### config.mk
export PLATFORM = sky130hd
export DESIGN_NAME = fixed_point_alu_with_sqrt_core_flat
export DESIGN_NICKNAME = d
export VERILOG_FILES = /design/src/design/fpa_pkg.sv /design/src/design/fpa_if.sv /design/src/design/fpa_front.sv /design/src/design/fpa_back.sv /design/src/design/fixed_point_alu_with_sqrt_core.sv /design/src/flat_wrapper.sv
export SDC_FILE = /design/constraint.sdc
export NUM_CORES = 2
export LEC_CHECK = 0
export BUFFER_PORTS_ARGS = -buffer_cell sky130_fd_sc_hd__buf_2
export CORE_UTILIZATION = 50
export CTS_BUF_LIST = sky130_fd_sc_hd__clkbuf_16
export CTS_CLUSTER_SIZE = 16
export DETAILED_ROUTE_END_ITERATION = 10
export GPL_ROUTABILITY_DRIVEN = 0
export PLACE_DENSITY = 0.68
export SLEW_MARGIN = 10
export SYNTH_ARGS = -nofsm -noshare
export SYNTH_HDL_FRONTEND = slang
export SYNTH_HIERARCHICAL = 1
export SYNTH_SLANG_ARGS = --single-unit
### constraint.sdc
create_clock -name clock -period 7.2 [get_ports clock]
set_input_delay 0.72 -clock clock [delete_from_list [all_inputs] [get_ports clock]]
set_output_delay 0.72 -clock clock [all_outputs]
set_load 0.05 [all_outputs]
### src/design/fpa_pkg.sv
// shared codes, constants and queue word type of the fixed-point alu
package fpa_pkg;

   localparam logic [2:0] ACT_ADD    = 3'd0;
   localparam logic [2:0] ACT_ADD3   = 3'd1;
   localparam logic [2:0] ACT_SUB    = 3'd2;
   localparam logic [2:0] ACT_MUL    = 3'd3;
   localparam logic [2:0] ACT_DIV    = 3'd4;
   localparam logic [2:0] ACT_SQUARE = 3'd5;
   localparam logic [2:0] ACT_INV    = 3'd6;
   localparam logic [2:0] ACT_SQRT   = 3'd7;

   // fixed-point scale; the inverse-root constants below assume 64
   localparam int FIX_SCALE = 64;
   localparam int FIX_SHIFT = $clog2(FIX_SCALE);

   localparam logic signed [31:0] INV_MAGIC    = 32'sd12288;
   localparam logic signed [31:0] THREE_HALVES = 32'sd96;

   localparam int QUEUE_DEPTH = 4;
   localparam int QPTR_W      = 2;

   localparam int DIV_BITS = 64;
   localparam int DCNT_W   = 6;

   typedef struct packed {
      logic [2:0]         action;
      logic               fast;
      logic               fast_dz;
      logic signed [63:0] operand_a;
      logic signed [31:0] operand_b;
      logic signed [31:0] fast_result;
   } queue_item_type;

endpackage

### src/design/fpa_if.sv
// request and response channel interfaces of the fixed-point alu
interface fpa_req_if;
   logic               valid;
   logic               ready;
   logic [2:0]         action;
   logic signed [63:0] operand_a;
   logic signed [31:0] operand_b;
   logic signed [31:0] operand_c;

   modport source (output valid, action, operand_a, operand_b, operand_c, input ready);
   modport sink (input valid, action, operand_a, operand_b, operand_c, output ready);
endinterface

interface fpa_rsp_if;
   logic               valid;
   logic               ready;
   logic signed [63:0] result;
   logic               divide_by_zero;

   modport source (output valid, result, divide_by_zero, input ready);
   modport sink (input valid, result, divide_by_zero, output ready);
endinterface

### src/design/fpa_front.sv
// front end: accepts request words, classifies them and queues them
module fpa_front import fpa_pkg::*; (
   input  logic           clock,
   input  logic           reset,
   fpa_req_if.sink        req_ch,
   output logic           pop_valid,
   input  logic           pop_ready,
   output queue_item_type pop_item
);

   queue_item_type          mem_ff [QUEUE_DEPTH];
   queue_item_type          item;
   logic [QPTR_W-1:0]       wr_ptr_ff, wr_ptr_in;
   logic [QPTR_W-1:0]       rd_ptr_ff, rd_ptr_in;
   logic [QPTR_W:0]         count_ff, count_in;
   logic                    push;
   logic                    pop;
   logic signed [31:0]      a32;

   assign a32 = req_ch.operand_a[31:0];

   // simple ops are finished here; a zero divisor is flagged, a non-positive root gives zero
   always_comb begin
      item.action      = req_ch.action;
      item.operand_a   = req_ch.operand_a;
      item.operand_b   = req_ch.operand_b;
      item.fast        = 1'b0;
      item.fast_dz     = 1'b0;
      item.fast_result = '0;
      unique case (req_ch.action)
         ACT_ADD: begin
            item.fast        = 1'b1;
            item.fast_result = a32 + req_ch.operand_b;
         end
         ACT_ADD3: begin
            item.fast        = 1'b1;
            item.fast_result = a32 + req_ch.operand_b + req_ch.operand_c;
         end
         ACT_SUB: begin
            item.fast        = 1'b1;
            item.fast_result = a32 - req_ch.operand_b;
         end
         ACT_DIV: begin
            if (req_ch.operand_b == 32'sd0) begin
               item.fast    = 1'b1;
               item.fast_dz = 1'b1;
            end
         end
         ACT_SQRT: begin
            if (req_ch.operand_a <= 64'sd0) begin
               item.fast = 1'b1;
            end
         end
         default: begin
         end
      endcase
   end

   assign req_ch.ready = (count_ff != (QPTR_W+1)'(QUEUE_DEPTH));
   assign push         = req_ch.valid && req_ch.ready;
   assign pop_valid    = (count_ff != '0);
   assign pop          = pop_valid && pop_ready;
   assign pop_item     = mem_ff[rd_ptr_ff];

   always_comb begin
      wr_ptr_in = push ? wr_ptr_ff + 1'b1 : wr_ptr_ff;
      rd_ptr_in = pop ? rd_ptr_ff + 1'b1 : rd_ptr_ff;
      count_in  = count_ff;
      if (push && !pop) begin
         count_in = count_ff + 1'b1;
      end else if (pop && !push) begin
         count_in = count_ff - 1'b1;
      end
   end

   always_ff @(posedge clock) begin
      if (push) begin
         mem_ff[wr_ptr_ff] <= item;
      end
   end

   always_ff @(posedge clock) begin
      if (reset) begin
         wr_ptr_ff <= '0;
         rd_ptr_ff <= '0;
         count_ff  <= '0;
      end else begin
         wr_ptr_ff <= wr_ptr_in;
         rd_ptr_ff <= rd_ptr_in;
         count_ff  <= count_in;
      end
   end

endmodule

### src/design/fpa_back.sv
// back end: sequencer with shared multiplier, radix-2 divider and output register
module fpa_back import fpa_pkg::*; #(
   parameter int SQRT_STEPS = 5
) (
   input  logic           clock,
   input  logic           reset,
   input  logic           pop_valid,
   output logic           pop_ready,
   input  queue_item_type pop_item,
   fpa_rsp_if.source      rsp_ch
);

   localparam logic [31:0] SCALE_W = 32'(FIX_SCALE);
   localparam int          IT_W    = $clog2(SQRT_STEPS + 1);

   localparam logic [2:0] ST_IDLE = 3'd0;
   localparam logic [2:0] ST_SQS  = 3'd1;
   localparam logic [2:0] ST_MUL  = 3'd2;
   localparam logic [2:0] ST_LOAD = 3'd3;
   localparam logic [2:0] ST_DIV  = 3'd4;
   localparam logic [2:0] ST_POST = 3'd5;
   localparam logic [2:0] ST_DONE = 3'd6;

   logic [2:0]         state_ff, state_in;
   logic [2:0]         act_ff, act_in;
   logic [1:0]         phase_ff, phase_in;
   logic [IT_W-1:0]    iter_ff, iter_in;
   logic signed [31:0] opb_ff, opb_in;
   logic signed [31:0] lowv_ff, lowv_in;
   logic signed [63:0] x_ff, x_in;
   logic signed [31:0] h_ff, h_in;
   logic signed [31:0] y_ff, y_in;
   logic signed [31:0] mop_a_ff, mop_a_in;
   logic signed [31:0] mop_b_ff, mop_b_in;
   logic signed [63:0] prod_ff, prod_in;
   logic [63:0]        num_ff, num_in;
   logic [32:0]        rem_ff, rem_in;
   logic [31:0]        den_ff, den_in;
   logic               neg_ff, neg_in;
   logic [DCNT_W-1:0]  cnt_ff, cnt_in;
   logic signed [63:0] res_ff, res_in;
   logic               dz_ff, dz_in;
   logic               out_valid_ff, out_valid_in;
   logic signed [63:0] out_result_ff, out_result_in;
   logic               out_dz_ff, out_dz_in;

   logic               out_free;
   logic               out_load;
   logic signed [63:0] out_res;
   logic               out_dz;

   always_comb begin
      logic signed [31:0] a32;
      logic signed [31:0] hv;
      logic signed [31:0] x32;
      logic [63:0]        pmag;
      logic [32:0]        rem_sh;
      logic [63:0]        q;
      logic signed [31:0] q32;
      logic signed [64:0] sum;
      logic signed [63:0] xn;

      a32    = '0;
      hv     = '0;
      x32    = x_ff[31:0];
      pmag   = prod_ff[63] ? 64'(-prod_ff) : 64'(prod_ff);
      rem_sh = {rem_ff[31:0], num_ff[63]};
      q      = neg_ff ? 64'(-num_ff) : num_ff;
      q32    = q[31:0];
      sum    = {x_ff[63], x_ff} + {{33{q32[31]}}, q32};
      xn     = sum[64:1];

      state_in = state_ff;
      act_in   = act_ff;
      phase_in = phase_ff;
      iter_in  = iter_ff;
      opb_in   = opb_ff;
      lowv_in  = lowv_ff;
      x_in     = x_ff;
      h_in     = h_ff;
      y_in     = y_ff;
      mop_a_in = mop_a_ff;
      mop_b_in = mop_b_ff;
      prod_in  = prod_ff;
      num_in   = num_ff;
      rem_in   = rem_ff;
      den_in   = den_ff;
      neg_in   = neg_ff;
      cnt_in   = cnt_ff;
      res_in   = res_ff;
      dz_in    = dz_ff;
      pop_ready = 1'b0;
      out_load  = 1'b0;
      out_res   = res_ff;
      out_dz    = dz_ff;

      unique case (state_ff)
         ST_IDLE: begin
            if (pop_valid) begin
               if (pop_item.fast) begin
                  // finished in the front, goes straight to the output register
                  if (out_free) begin
                     pop_ready = 1'b1;
                     out_load  = 1'b1;
                     out_res   = 64'(signed'(pop_item.fast_result));
                     out_dz    = pop_item.fast_dz;
                  end
               end else begin
                  pop_ready = 1'b1;
                  a32       = pop_item.operand_a[31:0];
                  hv        = a32 >>> 1;
                  act_in    = pop_item.action;
                  opb_in    = pop_item.operand_b;
                  lowv_in   = a32;
                  x_in      = pop_item.operand_a;
                  h_in      = hv;
                  y_in      = INV_MAGIC - hv;
                  phase_in  = '0;
                  iter_in   = '0;
                  state_in  = ST_MUL;
                  case (pop_item.action)
                     ACT_MUL: begin
                        mop_a_in = a32;
                        mop_b_in = pop_item.operand_b;
                     end
                     ACT_SQUARE: begin
                        mop_a_in = a32;
                        mop_b_in = a32;
                     end
                     ACT_DIV: begin
                        mop_a_in = a32;
                        mop_b_in = SCALE_W;
                     end
                     ACT_INV: begin
                        mop_a_in = INV_MAGIC - hv;
                        mop_b_in = INV_MAGIC - hv;
                     end
                     default: begin
                        state_in = ST_SQS;
                     end
                  endcase
               end
            end
         end
         ST_SQS: begin
            // newton step: zero low word of x means a zero divisor
            if (x32 == 32'sd0) begin
               res_in   = '0;
               dz_in    = 1'b1;
               state_in = ST_DONE;
            end else begin
               mop_a_in = lowv_ff;
               mop_b_in = SCALE_W;
               state_in = ST_MUL;
            end
         end
         ST_MUL: begin
            prod_in  = mop_a_ff * mop_b_ff;
            state_in = ST_LOAD;
         end
         ST_LOAD: begin
            num_in   = pmag;
            rem_in   = '0;
            cnt_in   = '0;
            state_in = ST_DIV;
            case (act_ff)
               ACT_DIV: begin
                  den_in = opb_ff[31] ? 32'(-opb_ff) : 32'(opb_ff);
                  neg_in = prod_ff[63] ^ opb_ff[31];
               end
               ACT_SQRT: begin
                  den_in = x32[31] ? 32'(-x32) : 32'(x32);
                  neg_in = prod_ff[63] ^ x32[31];
               end
               default: begin
                  // scale divide truncates toward zero: shift the magnitude
                  num_in   = pmag >> FIX_SHIFT;
                  neg_in   = prod_ff[63];
                  state_in = ST_POST;
               end
            endcase
         end
         ST_DIV: begin
            if (rem_sh >= {1'b0, den_ff}) begin
               rem_in = rem_sh - {1'b0, den_ff};
               num_in = {num_ff[62:0], 1'b1};
            end else begin
               rem_in = rem_sh;
               num_in = {num_ff[62:0], 1'b0};
            end
            cnt_in = cnt_ff + 1'b1;
            if (cnt_ff == DCNT_W'(DIV_BITS - 1)) begin
               state_in = ST_POST;
            end
         end
         ST_POST: begin
            dz_in    = 1'b0;
            state_in = ST_DONE;
            case (act_ff)
               ACT_MUL, ACT_SQUARE: begin
                  res_in = q;
               end
               ACT_DIV: begin
                  res_in = 64'(q32);
               end
               ACT_INV: begin
                  case (phase_ff)
                     2'd0: begin
                        mop_a_in = h_ff;
                        mop_b_in = q32;
                        phase_in = 2'd1;
                        state_in = ST_MUL;
                     end
                     2'd1: begin
                        mop_a_in = y_ff;
                        mop_b_in = THREE_HALVES - q32;
                        phase_in = 2'd2;
                        state_in = ST_MUL;
                     end
                     default: begin
                        res_in = 64'(q32);
                     end
                  endcase
               end
               default: begin
                  x_in = xn;
                  if (iter_ff == IT_W'(SQRT_STEPS - 1)) begin
                     res_in = 64'(signed'(xn[31:0]));
                  end else begin
                     iter_in  = iter_ff + 1'b1;
                     state_in = ST_SQS;
                  end
               end
            endcase
         end
         ST_DONE: begin
            if (out_free) begin
               out_load = 1'b1;
               state_in = ST_IDLE;
            end
         end
         default: begin
            state_in = ST_IDLE;
         end
      endcase
   end

   // output register frees the sequencer from the receiver
   assign out_free = !out_valid_ff || rsp_ch.ready;

   always_comb begin
      out_valid_in  = out_valid_ff;
      out_result_in = out_result_ff;
      out_dz_in     = out_dz_ff;
      if (out_load) begin
         out_valid_in  = 1'b1;
         out_result_in = out_res;
         out_dz_in     = out_dz;
      end else if (rsp_ch.ready) begin
         out_valid_in = 1'b0;
      end
   end

   assign rsp_ch.valid          = out_valid_ff;
   assign rsp_ch.result         = out_result_ff;
   assign rsp_ch.divide_by_zero = out_dz_ff;

   always_ff @(posedge clock) begin
      act_ff        <= act_in;
      phase_ff      <= phase_in;
      iter_ff       <= iter_in;
      opb_ff        <= opb_in;
      lowv_ff       <= lowv_in;
      x_ff          <= x_in;
      h_ff          <= h_in;
      y_ff          <= y_in;
      mop_a_ff      <= mop_a_in;
      mop_b_ff      <= mop_b_in;
      prod_ff       <= prod_in;
      num_ff        <= num_in;
      rem_ff        <= rem_in;
      den_ff        <= den_in;
      neg_ff        <= neg_in;
      cnt_ff        <= cnt_in;
      res_ff        <= res_in;
      dz_ff         <= dz_in;
      out_result_ff <= out_result_in;
      out_dz_ff     <= out_dz_in;
   end

   always_ff @(posedge clock) begin
      if (reset) begin
         state_ff     <= ST_IDLE;
         out_valid_ff <= 1'b0;
      end else begin
         state_ff     <= state_in;
         out_valid_ff <= out_valid_in;
      end
   end

endmodule

### src/design/fixed_point_alu_with_sqrt_core.sv
// top level of the fixed-point alu with newton square root
//
// usage
// - req_ch carries one word per operation: action, operand_a, operand_b, operand_c
// - rsp_ch returns one word per operation in order: result, divide_by_zero
// - both channels move a word when valid and ready are high at a rising edge
// - add, add3, sub and the zero-divisor / non-positive root cases are finished
//   in the front and leave 1 per cycle while the sequencer idles, ready high
// - mul and square use one multiply and a shift by the scale; the sequencer
//   passes them through its mul, load, post and done states
// - div adds a 64-step radix-2 divide after the multiply by the scale
// - inv_sqrt chains three multiply-and-shift passes
// - sqrt runs SQRT_STEPS newton steps, each a multiply and a divide by x
// - the sequencer does one long operation at a time; the 4-word queue keeps
//   taking requests meanwhile, one per cycle until it fills
// - the output register holds a word while rsp_ch.ready is low; the back end
//   finishes the next word and waits on it, the queue keeps filling
// - synchronous reset empties the queue, idles the sequencer, drops rsp valid
module fixed_point_alu_with_sqrt_core import fpa_pkg::*; #(
   parameter int SQRT_STEPS = 5
) (
   input logic       clock,
   input logic       reset,
   fpa_req_if.sink   req_ch,
   fpa_rsp_if.source rsp_ch
);

   logic           pop_valid;
   logic           pop_ready;
   queue_item_type pop_item;

   // classification and queue
   fpa_front u_front (
      .clock     (clock),
      .reset     (reset),
      .req_ch    (req_ch),
      .pop_valid (pop_valid),
      .pop_ready (pop_ready),
      .pop_item  (pop_item)
   );

   // arithmetic sequencer and output register
   fpa_back #(
      .SQRT_STEPS (SQRT_STEPS)
   ) u_back (
      .clock     (clock),
      .reset     (reset),
      .pop_valid (pop_valid),
      .pop_ready (pop_ready),
      .pop_item  (pop_item),
      .rsp_ch    (rsp_ch)
   );

endmodule

### src/flat_wrapper.sv
// flat-port wrapper written by rule: the top's interface ports become plain ports
module fixed_point_alu_with_sqrt_core_flat import fpa_pkg::*;
#(
   parameter int SQRT_STEPS = 5
)
  (clock, reset, req_ch_valid, req_ch_action, req_ch_operand_a, req_ch_operand_b, req_ch_operand_c, req_ch_ready, rsp_ch_valid, rsp_ch_result, rsp_ch_divide_by_zero, rsp_ch_ready);
  fpa_req_if req_ch_i ();
  fpa_rsp_if rsp_ch_i ();
  input logic clock;
  input logic reset;
  input wire logic [$bits(req_ch_i.valid)-1:0] req_ch_valid;
  input wire logic [$bits(req_ch_i.action)-1:0] req_ch_action;
  input wire logic [$bits(req_ch_i.operand_a)-1:0] req_ch_operand_a;
  input wire logic [$bits(req_ch_i.operand_b)-1:0] req_ch_operand_b;
  input wire logic [$bits(req_ch_i.operand_c)-1:0] req_ch_operand_c;
  output wire logic [$bits(req_ch_i.ready)-1:0] req_ch_ready;
  output wire logic [$bits(rsp_ch_i.valid)-1:0] rsp_ch_valid;
  output wire logic [$bits(rsp_ch_i.result)-1:0] rsp_ch_result;
  output wire logic [$bits(rsp_ch_i.divide_by_zero)-1:0] rsp_ch_divide_by_zero;
  input wire logic [$bits(rsp_ch_i.ready)-1:0] rsp_ch_ready;
  assign req_ch_i.valid = req_ch_valid;
  assign req_ch_i.action = req_ch_action;
  assign req_ch_i.operand_a = req_ch_operand_a;
  assign req_ch_i.operand_b = req_ch_operand_b;
  assign req_ch_i.operand_c = req_ch_operand_c;
  assign req_ch_ready = req_ch_i.ready;
  assign rsp_ch_valid = rsp_ch_i.valid;
  assign rsp_ch_result = rsp_ch_i.result;
  assign rsp_ch_divide_by_zero = rsp_ch_i.divide_by_zero;
  assign rsp_ch_i.ready = rsp_ch_ready;
  fixed_point_alu_with_sqrt_core #(.SQRT_STEPS(SQRT_STEPS)) u_core (.clock(clock), .reset(reset), .req_ch(req_ch_i), .rsp_ch(rsp_ch_i));
endmodule
# Word-level counts from Yosys, hierarchy flattened
# Memory sizes are Yosys's and may differ from the RTL's. A register that Yosys moved wholly into a read port is not among the register bits.
# Cells that the tools add are included.
[totals] reg_bits=603 ram_bits=532 input_bits=135 out_inout_bits=67 n_memories=1
[memory_table] name="u_core.u_front.mem_ff" words=4 width=133 rd=1 rd_ports_with_merged_regs=1 wr=1 line="fpa_front.sv:11" rtl="queue_item_type mem_ff [QUEUE_DEPTH];"
[classes] n_addsub=17 n_mul=1 order_cmp=2 eq_ne=37 n_mux=86 bitwise_logic=3 reduce_logical=39
[ops] operator="$mux 64" n=13
[ops] operator="$pmux 64 s2" n=3
[ops] operator="$mux 32" n=11
[ops] operator="$pmux 32 s2" n=5
[ops] operator="$pmux 32 s3" n=3
[ops] operator="$pmux 64 s3" n=1
[ops] operator="$neg 64->64" n=2
[ops] operator="$pmux 32 s4" n=1
[ops] operator="$add 64x32->65" n=1
[ops] operator="$add 32x32->32" n=2
[ops] operator="$le 64x1->1 const B" n=1
[ops] operator="$logic_not 32->1" n=2
[ops] operator="$mul 32x32->64" n=1
[ops] operator="$neg 32->32" n=2
[ops] operator="$sub 32x32->32" n=2
[ops] operator="$eq 3x3->1 const B" n=13
[ops] operator="$mux 3" n=13
[ops] operator="$ge 33x32->1" n=1
[ops] operator="$sub 15x31->32 const A" n=1
[ops] operator="$sub 8x32->32 const A" n=1
[ops] operator="$pmux 3 s7" n=1
[ops] operator="$mux 1" n=19
[ops] operator="$ne 2x2->1 const B" n=8
[ops] operator="$eq 3x2->1 const B" n=5
[ops] operator="36 further kinds" n=73

# Depth between registers and ports, before layout
[depth] word_depth=10 depth_mapped=28 mapped_depth_nobuf=27

# Cells and area by module
# Netlist, hierarchy kept.
[by_module_without_submodules] module="fpa_back" instances=1 cells_per_inst=7265 area_per_inst_um2=70242.4 seq_area_each_um2=16896.2
[by_module_without_submodules] module="fpa_front" instances=1 cells_per_inst=1592 area_per_inst_um2=25305.5 seq_area_each_um2=16155.5

# Worst setup path before layout
# No wires, ideal clock.
[synth_timing] kind="register to register" start="register u_core.u_back.mop_a_ff[31]" end="register u_core.u_back.prod_ff[62], data pin" setup_time_ns=0.271 arrival_time_ns=7.526 t_required_ns=6.929 slack_ns=-0.597 path_stages_with_launch=29 path_buffers=2 path_cell_list="edfxtp_1 -> clkbuf_1 -> nand2_1 -> inv_1 -> fa_1 -> inv_1 -> fa_1 -> inv_1 -> fa_1 -> fa_1 -> inv_1 -> fa_1 -> inv_1 -> fa_1 -> inv_1 -> fa_1 -> inv_1 -> fa_1 -> ha_1 -> clkbuf_1 -> a21oi_1 -> o21ai_0 -> a21o_1 -> a21oi_1 -> o21bai_1 -> a21oi_1 -> nor2b_1 -> a2111oi_0 -> xnor2_1"
[synth_between] elab_chain_cells=1
[synth_lines] element="start, declared" line="fpa_back.sv:33" rtl="logic signed [31:0] mop_a_ff, mop_a_in;"
[synth_lines] element="start signal, assigned" line="fpa_back.sv:277" rtl="mop_a_ff <= mop_a_in;"
[synth_lines] element="$mul 32x32->64" line="fpa_back.sv:158" rtl="prod_in = mop_a_ff * mop_b_ff;"
[synth_lines] element="end signal, assigned" line="fpa_back.sv:279" rtl="prod_ff <= prod_in;"
[synth_lines] element="end, declared" line="fpa_back.sv:35" rtl="logic signed [63:0] prod_ff, prod_in;"
# Every way passes these cells.
# A chain may end at the register's enable or synchronous reset.

# Worst setup path in the final report
[layout_timing] start="register u_core.u_back.mop_b_ff[14]" end="register u_core.u_back.prod_ff[57], data pin"
[layout_between] elab_chain_cells=1
[layout_lines] element="start, declared" line="fpa_back.sv:34" rtl="logic signed [31:0] mop_b_ff, mop_b_in;"
[layout_lines] element="start signal, assigned" line="fpa_back.sv:278" rtl="mop_b_ff <= mop_b_in;"
[layout_lines] element="$mul 32x32->64" line="fpa_back.sv:158"
# Every way passes these cells.

==> results.json <==
{
  "final_layout_size_suffix_gt1_frac": 0.162,
  "cp_data_arrival_time_ns": 8.08,
  "cts.sinks": 1105,
  "tightest_slew_ns": 1.46,
  "first_pass_iters": 9,
  "crit_slowest_cell": "fa_2",
  "port_buffers": 201,
  "violations": "max-capacitance violations, negative setup slack",
  "cts_buffers": 113,
  "wl_per_cell_um": 24.2,
  "required_ns": 7.69,
  "place_hpwl_um": 222000,
  "yosysMostFrequentCell": "inv_1",
  "fin_hold_ws_ns": 0.178,
  "ys_types": 93,
  "final_core_util": 0.574,
  "critical-path-max-stage-delay_ns": 0.61,
  "slew_viol_final": 0,
  "cp_max_fo": 8,
  "rsz0062_at_grt": "yes",
  "rows": 160,
  "ys_seq_elements": 1105,
  "crit_path_start_kind": "flop",
  "ctsHoldBuffers": 0,
  "setup_violations": 26,
  "die_h_um": 439,
  "die_w_um": 439,
  "insertion_delay_ns": 0.78,
  "skew_ns": 0.0786,
  "postRouteWirelength_um": 289000,
  "synth_largest_area_cell": "edfxtp_1",
  "fp.dieArea_sq_um": 193000,
  "ys_warn_count": 6,
  "worst_slack_ns": -0.396,
  "syn_inst": 8857,
  "drcViolationCount": 0,
  "post-route-period-util": 1.06,
  "ys_seq_area_frac": 0.346,
  "cts_root_buffer": "clkbuf_16",
  "maxCapViolations": 1,
  "worst_setup_path_end_kind": "flop",
  "fillers": 15500,
  "grt_max_degree": 114,
  "via_per_inst": 5.97,
  "setup.worst_path.class": "flop to flop",
  "fmax_mhz": 132,
  "min_path_type": "primary input to flop",
  "coreArea_sq_um": 190000,
  "ys_async_sr_fraction": 0,
  "grt_pass1_wl_um": 435000,
  "syn_to_final_growth_pct": 14.1,
  "vias": 71300,
  "layout.cells.non_filler": 11900,
  "cts_tree": "yes",
  "grt_overflow": 0,
  "antenna_found_initial": 14,
  "io_pins": 202,
  "yosys-top-cells-count": "1124 x inv_1, 1092 x edfxtp_1, 1088 x fa_1",
  "crit_chain": "buf_12 > buf_12 > buf_12 > and2_1 > fa_1 > fa_1 > inv_1 > fa_1 > fa_1 > inv_1 > fa_2 > fa_2 > fa_2 > fa_2 > ha_4 > nand4_1 > or4_4 > o22a_1 > o31a_1 > o21ai_2 > nor3_2 > a21oi_2 > mux2i_1 > o2111ai_1",
  "syn_area_sq_um": 95500,
  "synth_top_area_share": 0.343,
  "synth_edf_count": 1092,
  "synth_area_leaders": "edfxtp_1 34%, fa_1 23%, ha_1 5.1%",
  "grt_pass1_vias": 72500,
  "htreeDepth": 3,
  "grt_usage": 0.298,
  "synth-main-ff-cell": "edfxtp_1",
  "clk_path_buf_depth": 3,
  "start_util": 0.503,
  "cts.clk_slew.worst_paths_ns": 0.06,
  "finalHoldViolCount": 0,
  "fin_crit_ns": 7.60,
  "slew_headroom": 0.0156,
  "syn_avg_cell_area_sq_um": 10.8,
  "final_nets": 10900,
  "drtIter0Drc": 7858,
  "syn_nets": 10500,
  "status": "finished with violations",
  "numPlacedInstances": 11600,
  "postRouteAntennaNets": 0
}
[per-layer routing]
layer  track usage  vias up  part of all wire
met1         0.373    35700              0.37
met4         0.186        4             0.075
li1              -    30900                 -
met3        0.0436      936             0.083
met2         0.489     3669              0.47
met5             0        -          0.000093
[flip-flops by register name (all words and copies together), names as in the netlist, 6 cells and up, named ones only]
signal	flops
u_core/u_back/res_ff	64
u_core/u_back/rem_ff	32
u_core/u_back/opb_ff	32
u_core/u_back/x_ff	64
u_core/u_back/mop_b_ff	32
u_core/u_back/rsp_ch.result	64
u_core/u_back/prod_ff	64
u_core/u_back/y_ff	31
u_core/u_back/lowv_ff	32
u_core/u_back/num_ff	64
u_core/u_back/mop_a_ff	32
u_core/u_front/mem_ff	532
u_core/u_back/den_ff	32
u_core/u_back/cnt_ff	6
[through the flow]
step                      instance area [sq um]  TNS (ns)  worst slack, ns
final                                    109000     -5.33           -0.396
after CTS                                108000     -3.16           -0.334
after global placement                   103000     -9.86           -0.612
after global routing                     109000    -10.23           -0.582
after detailed placement                 103000    -10.72           -0.684
after floorplan                           95700    -0.621           -0.238
[cell type report]
type	count	area, sq um	area share
repair buffers	834	6900	0.0633
well taps	2511	3140	0.0288
clock buffers	113	2830	0.0259
clock inverters	98	1130	0.0103
inverters	1127	4250	0.0389
multi-input cells	6145	57700	0.529
flip-flops and latches	1105	33100	0.303
diodes	6	15.0	0.000138
[logic make-up (layout without fill, tap and decap cells)]
family | after synthesis | in the layout | synth area share
AND/OR/NAND/NOR | 2474 | 2474 | 0.125
buffers and inverters | 1607 | 2172 | 0.0646
AO/OA/AOI/OAI | 1483 | 1483 | 0.0993
adder cells (fa/ha/maj) | 1475 | 1475 | 0.279
flip-flops | 1105 | 1105 | 0.346
XOR/XNOR | 499 | 499 | 0.0457
multiplexers | 214 | 214 | 0.0403
other | 0 | 6 | 0
[what timing repair did]
| action | in CTS | in global routing |
|---|---|---|
| setup buffers | 44 | 34 |
| pin swaps | 122 | 95 |
| setup endpoints to repair | 31 | 36 |
| gates cloned | 3 | 3 |
| resized for setup | 212 | 142 |
[critical path: cells and delay by family (launching register included)]
kind / cells / cell delay, ns
flip-flops: 1 / 0.43
buffers and inverters: 5 / 0.54
AO/OA/AOI/OAI: 5 / 0.87
AND/OR/NAND/NOR: 4 / 0.84
multiplexers: 1 / 0.21
adder cells (fa/ha/maj): 9 / 4.42
[layout by cell type, fill, tap and decap left out, types with 186 or more instances in the layout]
cell type	n
o21ai_0	323
inv_1	1102
and2_1	528
ha_1	356
xor2_1	186
nand2_1	974
buf_4	510
fa_1	1022
xnor2_1	304
nor2_1	363
a21oi_1	358
buf_2	203
edfxtp_1	1092
[worst paths after layout]
path	from	to	slack [ns]	depth (start not counted)
worst max-delay path	u_core/u_back/mop_b_ff[14]	u_core/u_back/prod_ff[57]	-0.40	24
worst min-delay path	req_ch_operand_a[60]	u_core/u_front/mem_ff[0][124]	0.18	1
worst max register to register	u_core/u_back/mop_b_ff[14]	u_core/u_back/prod_ff[57]	-0.40	24
worst min register to register	u_core/u_back/res_ff[39]	u_core/u_back/rsp_ch.result[39]	0.51	1
Power is left out: the tool's default activity adds up to more than one toggle a clock period on the data nets, which glitch-free logic cannot reach.
